--- src/hw/rtl/ffra_pkg.sv ---
// Shared types and codes for the first-fit region allocator.
`default_nettype none

package ffra_pkg;

	localparam logic MODE_ALLOC = 1'b0;
	localparam logic MODE_FREE  = 1'b1;

	typedef enum logic [1:0] {
		ST_OK        = 2'd0,
		ST_NO_GAP    = 2'd1,
		ST_NO_SLOT   = 2'd2,
		ST_NOT_FOUND = 2'd3
	} status_t;

	typedef struct packed {
		logic        mode;
		logic [15:0] request_size;
		logic [15:0] release_offset;
	} req_t;

	typedef struct packed {
		status_t     status;
		logic [15:0] block_offset;
	} rsp_t;

endpackage

`default_nettype wire

--- src/hw/rtl/first_fit_region_allocator.sv ---
// Top level of the first-fit region allocator: sequencer, list walk and slot scan.
//
// Usage: raise start with a request on req while busy is low; the request is
// taken on that edge. mode selects allocate or free. The block answers with a
// one-cycle done strobe and rsp (status, block_offset); the receiver cannot
// stall it, so every result is a transfer on the cycle it is shown.
// Order of work after the accepting edge: the walk reads one list record per
// cycle. A free that matches a record, or a walk that ends empty, shows done
// straight from the walk. An allocate whose gap follows a record also waits
// for the lowest-free-slot scan (one slot per cycle beside the walk) and then
// passes a link state before done; a full table reports no slot once the scan
// has passed the last slot.
// One request at a time: busy is high from the accepting edge up to the edge
// that shows the result, and a new start may come in the done cycle.
// Config: cfg_data (pool size) is written on cfg_valid & cfg_ready, only while
// idle; every write rebuilds the empty list (start and end sentinel).
// Reset: pool size 4096, empty list, no result pending. Sentinels live in
// registers, so the record memory needs no clearing pass.
`default_nettype none

module first_fit_region_allocator #(
	parameter int NUM_SLOTS   = 32,
	parameter int OFFSET_BITS = 16
) (
	input  wire logic          clk,
	input  wire logic          arst_n,
	input  wire logic          start,
	output logic               busy,
	input  wire ffra_pkg::req_t req,
	output logic               done,
	output ffra_pkg::rsp_t     rsp,
	input  wire logic          cfg_valid,
	output logic               cfg_ready,
	input  wire logic [15:0]   cfg_data
);

	localparam int SW = $clog2(NUM_SLOTS);
	// Room for offset + length and a sign for the gap.
	localparam int EW = ((OFFSET_BITS > 16) ? OFFSET_BITS : 16) + 2;
	localparam logic [SW-1:0] SLOT_HEAD = SW'(0);
	localparam logic [SW-1:0] SLOT_TAIL = SW'(1);
	localparam logic [SW-1:0] SLOT_LAST = SW'(NUM_SLOTS - 1);
	localparam logic [NUM_SLOTS-1:0] BUSY_INIT = NUM_SLOTS'(2'b11);

	typedef enum logic [1:0] {
		S_IDLE,
		S_WALK,
		S_WAIT_SLOT,
		S_LINK
	} state_t;

	state_t                 state_q;
	ffra_pkg::req_t         req_q;
	logic [15:0]            pool_q;
	logic [SW-1:0]          link0_q;     // head sentinel's link
	logic [NUM_SLOTS-1:0]   slot_busy_q;
	logic [SW-1:0]          rd_idx_q;    // slot whose record is on the read port
	logic [SW-1:0]          cur_q;       // alloc: record before the gap; free: previous record
	logic [EW-1:0]          cur_end_q;
	logic [SW-1:0]          step_q;
	logic [SW-1:0]          next_q;      // successor of the chosen record
	logic [OFFSET_BITS-1:0] where_q;
	logic [SW-1:0]          scan_q;
	logic                   scan_done_q;
	logic                   scan_ok_q;
	logic                   done_q;
	ffra_pkg::rsp_t         rsp_q;

	// record memory ports
	logic                   we_rec;
	logic                   we_link;
	logic [SW-1:0]          waddr;
	logic [SW-1:0]          wlink;
	logic [SW-1:0]          raddr;
	logic [OFFSET_BITS-1:0] m_start;
	logic [15:0]            m_len;
	logic [SW-1:0]          m_link;

	// record under test, with the end sentinel overlaid
	logic                   at_tail;
	logic [OFFSET_BITS-1:0] eff_start;
	logic [15:0]            eff_len;
	logic [SW-1:0]          eff_link;
	logic signed [EW-1:0]   gap;
	logic                   gap_fit;
	logic                   free_hit;
	logic                   walk_alloc;
	logic                   walk_free;
	logic                   step_end;
	logic                   accept;
	logic                   cfg_wr;

	assign accept = start && (state_q == S_IDLE);
	assign cfg_ready = (state_q == S_IDLE);
	assign cfg_wr = cfg_valid && cfg_ready;
	assign busy = (state_q != S_IDLE);
	assign done = done_q;
	assign rsp = rsp_q;

	assign at_tail   = (rd_idx_q == SLOT_TAIL);
	assign eff_start = at_tail ? OFFSET_BITS'(pool_q) : m_start;
	assign eff_len   = at_tail ? 16'd0 : m_len;
	assign eff_link  = at_tail ? SLOT_HEAD : m_link;

	assign gap = $signed(EW'(eff_start)) - $signed(cur_end_q);
	assign gap_fit = (gap >= $signed(EW'(req_q.request_size)));
	assign walk_alloc = (state_q == S_WALK) && (req_q.mode == ffra_pkg::MODE_ALLOC);
	assign walk_free  = (state_q == S_WALK) && (req_q.mode == ffra_pkg::MODE_FREE);
	assign free_hit = walk_free && !at_tail
		&& (EW'(eff_start) == EW'(req_q.release_offset));
	assign step_end = (step_q == SLOT_LAST);

	// memory control
	always_comb begin
		we_rec  = 1'b0;
		we_link = 1'b0;
		waddr   = cur_q;
		wlink   = eff_link;
		raddr   = SLOT_HEAD;
		case (state_q)
			S_IDLE: begin
				raddr = link0_q;
			end
			S_WALK: begin
				raddr = eff_link;
				// unlink: previous record takes the hit's successor
				if (free_hit && cur_q != SLOT_HEAD) begin
					we_link = 1'b1;
				end
			end
			S_WAIT_SLOT: begin
				waddr = scan_q;
				wlink = next_q;
				we_rec = scan_done_q && scan_ok_q;
			end
			S_LINK: begin
				wlink = scan_q;
				we_link = (cur_q != SLOT_HEAD);
			end
			default: begin
				raddr = SLOT_HEAD;
			end
		endcase
	end

	ffra_rec_mem #(
		.NUM_SLOTS  (NUM_SLOTS),
		.OFFSET_BITS(OFFSET_BITS)
	) u_rec_mem (
		.clk    (clk),
		.we_rec (we_rec),
		.we_link(we_link),
		.waddr  (waddr),
		.wstart (where_q),
		.wlength(req_q.request_size),
		.wlink  (wlink),
		.raddr  (raddr),
		.rstart (m_start),
		.rlength(m_len),
		.rlink  (m_link)
	);

	always_ff @(posedge clk or negedge arst_n) begin
		if (!arst_n) begin
			state_q     <= S_IDLE;
			pool_q      <= 16'd4096;
			link0_q     <= SLOT_TAIL;
			slot_busy_q <= BUSY_INIT;
			scan_done_q <= 1'b0;
			scan_ok_q   <= 1'b0;
			done_q      <= 1'b0;
		end else begin
			done_q <= 1'b0;

			if (cfg_wr) begin
				pool_q      <= cfg_data;
				link0_q     <= SLOT_TAIL;
				slot_busy_q <= BUSY_INIT;
			end

			// lowest free slot scan, one slot a cycle
			if (state_q != S_IDLE && !scan_done_q) begin
				if (!slot_busy_q[scan_q]) begin
					scan_done_q <= 1'b1;
					scan_ok_q   <= 1'b1;
				end else if (scan_q == SLOT_LAST) begin
					scan_done_q <= 1'b1;
					scan_ok_q   <= 1'b0;
				end else begin
					scan_q <= scan_q + SW'(1);
				end
			end

			case (state_q)
				S_IDLE: begin
					if (accept) begin
						req_q       <= req;
						rd_idx_q    <= link0_q;
						cur_q       <= SLOT_HEAD;
						cur_end_q   <= '0;
						step_q      <= '0;
						scan_q      <= '0;
						scan_done_q <= 1'b0;
						scan_ok_q   <= 1'b0;
						state_q     <= S_WALK;
					end
				end
				S_WALK: begin
					if (walk_alloc && gap_fit) begin
						where_q <= cur_end_q[OFFSET_BITS-1:0];
						next_q  <= rd_idx_q;
						state_q <= S_WAIT_SLOT;
					end else if (free_hit) begin
						if (cur_q == SLOT_HEAD) begin
							link0_q <= eff_link;
						end
						slot_busy_q[rd_idx_q] <= 1'b0;
						rsp_q.status       <= ffra_pkg::ST_OK;
						rsp_q.block_offset <= '0;
						done_q  <= 1'b1;
						state_q <= S_IDLE;
					end else if (at_tail || step_end) begin
						// end of list or walk bound: nothing fits / nothing matches
						rsp_q.status       <= walk_alloc ? ffra_pkg::ST_NO_GAP
							: ffra_pkg::ST_NOT_FOUND;
						rsp_q.block_offset <= '0;
						done_q  <= 1'b1;
						state_q <= S_IDLE;
					end else begin
						cur_q     <= rd_idx_q;
						cur_end_q <= EW'(eff_start) + EW'(eff_len);
						rd_idx_q  <= eff_link;
						step_q    <= step_q + SW'(1);
					end
				end
				S_WAIT_SLOT: begin
					if (scan_done_q) begin
						if (scan_ok_q) begin
							slot_busy_q[scan_q] <= 1'b1;
							state_q <= S_LINK;
						end else begin
							rsp_q.status       <= ffra_pkg::ST_NO_SLOT;
							rsp_q.block_offset <= '0;
							done_q  <= 1'b1;
							state_q <= S_IDLE;
						end
					end
				end
				S_LINK: begin
					if (cur_q == SLOT_HEAD) begin
						link0_q <= scan_q;
					end
					rsp_q.status       <= ffra_pkg::ST_OK;
					rsp_q.block_offset <= 16'(where_q);
					done_q  <= 1'b1;
					state_q <= S_IDLE;
				end
				default: begin
					state_q <= S_IDLE;
				end
			endcase
		end
	end

endmodule

`default_nettype wire

--- src/hw/rtl/ffra_rec_mem.sv ---
// Block record storage: start, length and link per slot, one write and one registered read.
`default_nettype none

module ffra_rec_mem #(
	parameter int NUM_SLOTS   = 32,
	parameter int OFFSET_BITS = 16,
	localparam int SW = $clog2(NUM_SLOTS)
) (
	input  wire logic                   clk,
	input  wire logic                   we_rec,
	input  wire logic                   we_link,
	input  wire logic [SW-1:0]          waddr,
	input  wire logic [OFFSET_BITS-1:0] wstart,
	input  wire logic [15:0]            wlength,
	input  wire logic [SW-1:0]          wlink,
	input  wire logic [SW-1:0]          raddr,
	output logic      [OFFSET_BITS-1:0] rstart,
	output logic      [15:0]            rlength,
	output logic      [SW-1:0]          rlink
);

	logic [OFFSET_BITS-1:0] start_mem [NUM_SLOTS];
	logic [15:0]            length_mem [NUM_SLOTS];
	logic [SW-1:0]          link_mem [NUM_SLOTS];

	always_ff @(posedge clk) begin
		if (we_rec) begin
			start_mem[waddr]  <= wstart;
			length_mem[waddr] <= wlength;
		end
		if (we_rec || we_link) begin
			link_mem[waddr] <= wlink;
		end
		rstart  <= start_mem[raddr];
		rlength <= length_mem[raddr];
		rlink   <= link_mem[raddr];
	end

endmodule

`default_nettype wire
--- config.mk ---
export PLATFORM = sky130hd
export DESIGN_NAME = first_fit_region_allocator
export DESIGN_NICKNAME = d
export VERILOG_FILES = /design/src/hw/rtl/ffra_pkg.sv /design/src/hw/rtl/first_fit_region_allocator.sv /design/src/hw/rtl/ffra_rec_mem.sv
export SDC_FILE = /design/constraint.sdc
export NUM_CORES = 2
export LEC_CHECK = 0
export CELL_PAD_IN_SITES_DETAIL_PLACEMENT = 0
export CELL_PAD_IN_SITES_GLOBAL_PLACEMENT = 1
export CORE_UTILIZATION = 48
export DETAILED_ROUTE_END_ITERATION = 12
export DONT_BUFFER_PORTS = 1
export PLACE_DENSITY_LB_ADDON = 0.1
export SETUP_SLACK_MARGIN = 0.02
export SLEW_MARGIN = 20
export SYNTH_ARGS = -nofsm -noshare
export SYNTH_HDL_FRONTEND = slang
export SYNTH_SLANG_ARGS = --single-unit
--- constraint.sdc ---
create_clock -name clk -period 7.1 [get_ports clk]
set_clock_uncertainty 0.1 [all_clocks]
set_input_delay 0.71 -clock clk [delete_from_list [all_inputs] [get_ports clk]]
set_output_delay 0.71 -clock clk [all_outputs]
set_load 0.01 [all_outputs]
; Word level (Yosys, flattened, before mapping)
; Memory sizes are Yosys's and may differ from the RTL's. A register that Yosys moved wholly into a read port is not among the register bits.
; Cells that the tools add are included.
[totals]
regBits = 168
mem_bits_rw = 1184
elab_cells = 162
n_memories = 3
[classes]
n_addsub = 4
order_cmp = 5
eq_ne = 15
mux = 85
n_bitwise = 4
n_reduce_logical = 27
[memory_table]
columns = memory, words, word_bits, read_ports, rd_ports_with_merged_regs, wr, line_no
row1 = u_rec_mem.length_mem, 32, 16, 1, 1, 1, ffra_rec_mem.sv:23  ; logic [15:0] length_mem [NUM_SLOTS];
row2 = u_rec_mem.start_mem, 32, 16, 1, 1, 1, ffra_rec_mem.sv:22  ; logic [OFFSET_BITS-1:0] start_mem [NUM_SLOTS];
row3 = u_rec_mem.link_mem, 32, 5, 1, 1, 1, ffra_rec_mem.sv:24  ; logic [SW-1:0] link_mem [NUM_SLOTS];
[ops]
columns = operator, count
row1 = two-way mux 18 bit, 9
row2 = two-way mux 32 bit, 5
row3 = two-way mux 5 bit, 23
row4 = case mux 32 bit (2 select lines), 1
row5 = case mux 5 bit (2 select lines), 6
row6 = case mux 18 bit (3 select lines), 1
row7 = case mux 18 bit (2 select lines), 1
row8 = AND 32 bit, 1
row9 = two-way mux 16 bit, 2
row10 = inverter 32 bit, 1
row11 = bitwise OR 32 bit, 1
row12 = two-way mux 1 bit, 24
row13 = greater-or-equal comparator 18 x 17 -> 1 bit, 1
row14 = subtractor 17 x 18 -> 18 bit, 1
row15 = adder 16 x 16 -> 17 bit, 1
row16 = == test 16 bit, 1
row17 = two-way mux 2 bit, 7
row18 = logical AND 1 bit, 12
row19 = "< comparator 5 x 6 -> 1 bit, second input constant", 2
row20 = AND reduction 6 bit, 2
row21 = "adder 5 x 1 -> 5 bit, second input constant", 2
row22 = demux 1 bit (select 5 bit), 2
row23 = "== test 5 bit, second input constant", 2
row24 = "greater-or-equal comparator 5 x 1 -> 1 bit, second input constant", 2
row25 = other kinds (20), 30

; Depth between registers and ports, before layout
[logic_depth]
depth_word = 10
mapped_depth = 24
mapped_depth_nobuf = 22

; Modules after synthesis
; From an unflattened synthesis, not the netlist that was laid out.
[unflattened]
hier_cells = 3610
area_unflattened_um2 = 56892.1
[modules_own_cells]
columns = module, instances, cells_per_inst, area_per_inst_um2
row1 = ffra_rec_mem, 1, 2650, 47008.8
row2 = first_fit_region_allocator, 1, 960, 9883.2

; Least setup slack after synthesis
; No wires, ideal clock.
[synth_timing]
kind = register to register
start = reg rd_idx_q[2]
end = reg cur_end_q[0], enable pin
setup_time_ns = 0.461
arrival_ns = 7.280
required_ns = 6.539
slack_ns = -0.741
stages_incl_launch_ff = 23
path_buffers = 0
synth_period_minus_slack_ns = 7.841
path_cell_list = edfxtp_1 or4b_4 nor2_1 mux2i_1 ha_1 inv_1 fa_1 a211oi_1 o21a_1 o31ai_1 o41ai_1 o21bai_1 a21oi_1 xnor2_1 ha_1 nor3_1 o21ai_0 a2111oi_0 o211ai_1 o311a_1 o221a_2 nand2b_1 nor3_1
[synth_via]
elab_chain_cells = 7
[synth_lines]
columns = element, line_no
row1 = start: declaration, first_fit_region_allocator.sv:57  ; logic [SW-1:0] rd_idx_q;
row2 = start signal: assignment, first_fit_region_allocator.sv:198  ; rd_idx_q <= link0_q;
row3 = start signal: assignment, first_fit_region_allocator.sv:232  ; rd_idx_q <= eff_link;
row4 = == test 5 x 1 -> 1 bit (*), first_fit_region_allocator.sv:100  ; assign at_tail = (rd_idx_q == SLOT_TAIL);
row5 = two-way mux 16 bit, first_fit_region_allocator.sv:101  ; assign eff_start = at_tail ? OFFSET_BITS'(pool_q) : m_start;
row6 = subtractor 17 x 18 -> 18 bit, first_fit_region_allocator.sv:105  ; assign gap = $signed(EW'(eff_start)) - $signed(cur_end_q);
row7 = greater-or-equal comparator 18 x 17 -> 1 bit, first_fit_region_allocator.sv:106  ; assign gap_fit = (gap >= $signed(EW'(req_q.request_size)));
row8 = logical AND 1 bit, first_fit_region_allocator.sv:209  ; if (walk_alloc && gap_fit) begin
row9 = inequality test 2 bit (no line), n/a
row10 = AND reduction 6 bit (no line) (*), n/a
row11 = end signal: assignment, first_fit_region_allocator.sv:231  ; cur_end_q <= EW'(eff_start) + EW'(eff_len);
row12 = end: declaration, first_fit_region_allocator.sv:59  ; logic [EW-1:0] cur_end_q;
; Mark *: on every way between the ends. The rest lies on a longest branch, timed or not.
; A chain may end at the register's enable or synchronous reset.

; Worst setup path in the final report
[layout_timing]
start = reg rd_idx_q[2]
end = reg cur_end_q[13], enable pin
; Same word-level chain as after synthesis.

==> results.md <==
- Vias in the first global route: 34.28k
- Hold WC Path Type: primary input to flip-flop
- Most common cell after layout, fill and taps aside: edfxtp_1
- Mux cell area share after synthesis: 1.692%
- Final hold violation count: 0
- Worst Hold Slack: about 0.16 ns
- Setup TNS: 0 ns
- DRT Pass-1 Iters: 6
- Critical path peak fanout: 22
- Dpl cells: roughly 5.6k
- Netlist cell types: 83
- Syn-to-layout area delta: 13.70%
- Vias post-DR: roughly 36k
- Simple-Gate Fraction of Synth Area: around an eighth
- Initial Util: 48.72%
- Tmin final: 6.625 ns
- DR WL/cell: between 20 and 30 µm
- Max H-tree Level: 4
- Status: complete, no violations
- Filler instances: roughly 9.6k
- Crit path kind: flip-flop to flip-flop
- Int Power: between 15 and 20 mW
- RSZ-0062 raised after global routing: no
- Global-route wire length before repair: around 250 mm
- Register area share after synthesis: approximately 72%
- I/O pins: 74
- Worst vdd ir: between 0.4 and 0.5 mV
- Clock transition at path regs: 0.06 ns
- DP HPWL: 95.44 mm
- Mapped Cells: approximately 4.2k
- Max Fclk: 0.1509 GHz
- Max-cap viol count: 0
- Clock share of power: 27.7%
- Initial antenna violation count: 13
- Required time worst endpoint: between 7 and 8 ns
- CTS buffer count: 149
- Largest area contributor in the netlist: edfxtp_1
- Via density: around 6.1
- Full die area: between 0.1 and 0.15 mm²
- Leak Pwr: 21.45 nW
- Flop pwr share: a little under two fifths
- Post-Synthesis Cell Area: about 0.057 mm²
- Synthesized flop and latch total: between 1k and 1.5k
- Die width: ~350 µm
- Clk buf depth: 3
- Syn Area/Cell: around 14 µm²
- Final net count: between 4k and 5k
- Switching power total: 10.41 mW
- Startpoint Class: flip-flop
- Register area: approximately 0.041 mm²
- Post-route ant nets: 0
- Global route overflow: 0
- Setup violations, final: 0
- Post-route cell area: 0.06472 mm²
- Initial DRC Count: about 3.9k
- Slew Viols, Final: 0
- Power per cell area: 426.0 mW/mm²
- GRT Util Overall: between 20 and 30%
- Post-synthesis xor/xnor area fraction: less than 1%
- Crit path DAT: about 7.0 ns
- Tightest Pin Transition: ~1.1 ns
- Final GP Congestion: about 0.9
- Most frequent cells in the layout: edfxtp_1, nand2_1, and2_1
- Top cell type's share of synthesized area: roughly two thirds
- Multi-input gate area: about 0.015 mm²
- Relative slew slack: between 20% and 30%
- Reg2reg start: rd_idx_q[2]
- Total power: about 28 mW
- Post-synth EDFFs: between 1k and 1.5k
- Logic pwr share: 35.3%
- DRC Markers: 0
- CTS Root Cell: clkbuf_16
- Die Y: approximately 350 µm
- Final period util: 93.31%
- Worst setup path startpoint: rd_idx_q[2]
- IO Port Bufs: 0
- Post-DP Area: 0.05917 mm²
- Synth warn: 0
- Skew-Pair Late Insertion Delay: slightly below 0.8 ns
- Final Instance Count excl. Fillers: between 5k and 6k
- Syn_nets: approximately 4.3k
- Combinational family with the most area after synthesis: simple AND/OR/NAND/NOR gates
- Post-Synth Adder-Cell Area: 1.345%
- Critical Path End Type: flip-flop
- Largest net degree at the start of global routing: 159
- CTS tree: yes
- Synth Flop Type: edfxtp_1
- Switching Fraction: 37.77%
- Compound-Gate Fraction of Synth Area: about a tenth
- Number of placement rows: 125
- Post-Route WL: 171.2 mm
- Ratio of cells with drive above 1 in the final layout: approximately a tenth
- Clock sinks: approximately 1.4k
- Post-synth ARST share: 4.179%
- Area of the core: approximately 0.12 mm²
- Hold Startpoint: start
- Top cells by area, synth: edfxtp_1, nand2_1, a311oi_1
[state kept, by name, indices dropped and copies added, names as in the netlist, 16 cells and up]
register / flops
rsp: 18
u_rec_mem.rlength: 16
slot_busy_q: 32
u_rec_mem.length_mem: 512
where_q: 16
req_q: 33
cur_end_q: 17
u_rec_mem.rstart: 16
u_rec_mem.link_mem: 160
pool_q: 16
u_rec_mem.start_mem: 512
[power groups by stage]
stage	clock network, mW	registers [mW]	logic [mW]
after detailed placement	0	10.4	9.54
after floorplan	0	10.1	6.20
final	7.64	10.2	9.74
after global placement	0	10.4	9.55
after global routing	8.06	10.2	10.5
after CTS	7.73	10.2	9.61
[Yosys cell counts (5+ instances only)]
cell type	n
a211oi_1	191
a21boi_0	5
a21o_1	14
a21oi_1	32
a222oi_1	5
a22o_1	6
a22oi_1	13
a311oi_1	185
a31oi_1	44
a32o_1	5
a32oi_1	11
and2_1	232
and3_1	15
buf_1	12
buf_2	8
clkbuf_1	248
dfrtp_1	54
dfxtp_1	37
edfxtp_1	1293
ha_1	58
inv_1	57
mux2i_1	76
mux4_2	8
nand2_1	812
nand2b_1	18
nand3_1	140
nand4_1	83
nor2_1	122
nor2b_1	10
nor3_1	30
nor3b_1	7
nor4_1	19
o211ai_1	6
o21a_1	10
o21ai_0	161
o21ai_1	7
o21bai_1	8
o22ai_1	39
o31ai_1	5
or3_1	6
xnor2_1	17
xor2_1	18
[timing repair]
action	4_1_cts	5_1_grt
hold endpoints to repair	114	0
setup buffers	0	1
endpoints found under the setup margin	0	71
hold buffers	52	0
resized for setup	0	6
[layout make-up]
class / instances / share of cell area, %
Inverter: 59 / 0.3422
Clock inverter: 69 / 0.9627
Clock buffer: 208 / 6.424
Tap cell: 1524 / 2.946
Timing Repair Buffer: 169 / 2.598
Antenna cell: 1 / 0.003866
Multi-Input combinational cell: 2480 / 23.34
Sequential cell: 1388 / 63.39
[worst max-delay path, stage by stage, from the launching register on]
cell and delay, ns:
edfxtp_1 0.53, or4b_4 0.64, nor2_1 0.18, mux2i_1 0.34, ha_1 0.26, inv_1 0.07
fa_1 0.45, a211oi_1 0.38, o21a_1 0.23, o31ai_1 0.13, o41ai_2 0.29, buf_4 0.18
o21bai_1 0.06, a21oi_1 0.18, xnor2_1 0.09, ha_1 0.21, nor3_1 0.16, o21ai_0 0.16
a2111oi_2 0.27, o211ai_1 0.18, o311a_1 0.17, o221a_2 0.34, nand2b_1 0.22, nor3_4 0.23
buf_6 0.27
[stage by stage]
stage,utilization [%],setup WS (ns)
after floorplan,-,0.2342
after global placement,50.63,0.3371
after detailed placement,50.65,0.1884
after CTS,55.20,0.1542
after global routing,55.39,0.1437
final,55.40,0.4750
[routing by layer]
layer  vias up  GRT usage, %  share of wire, %
li1      16060             -                 -
met1     18250         40.91                43
met2      1452         44.35                46
met3       246         4.861               8.1
met4         4         8.154               2.4
met5         -             0             0.020
[final timing paths]
path	end	slack [ns]	depth (start not counted)
hold reg to reg	where_q[2]	0.35	0
hold / removal	scan_q[3]	0.16	3
setup / recovery	cur_end_q[13]	0.47	24
setup reg to reg	cur_end_q[13]	0.47	24
max in group asynchronous	link0_q[0]	6.18	2
min in group asynchronous	slot_busy_q[18]	0.41	2
[kinds of logic after synthesis]
family,Yosys count
buffers and inverters,327
multiplexers,86
flip-flops,1388
adder cells (fa/ha/maj),60
AO/OA/AOI/OAI,781
XOR/XNOR,35
AND/OR/NAND/NOR,1518
(Power assumes the default switching activity.)
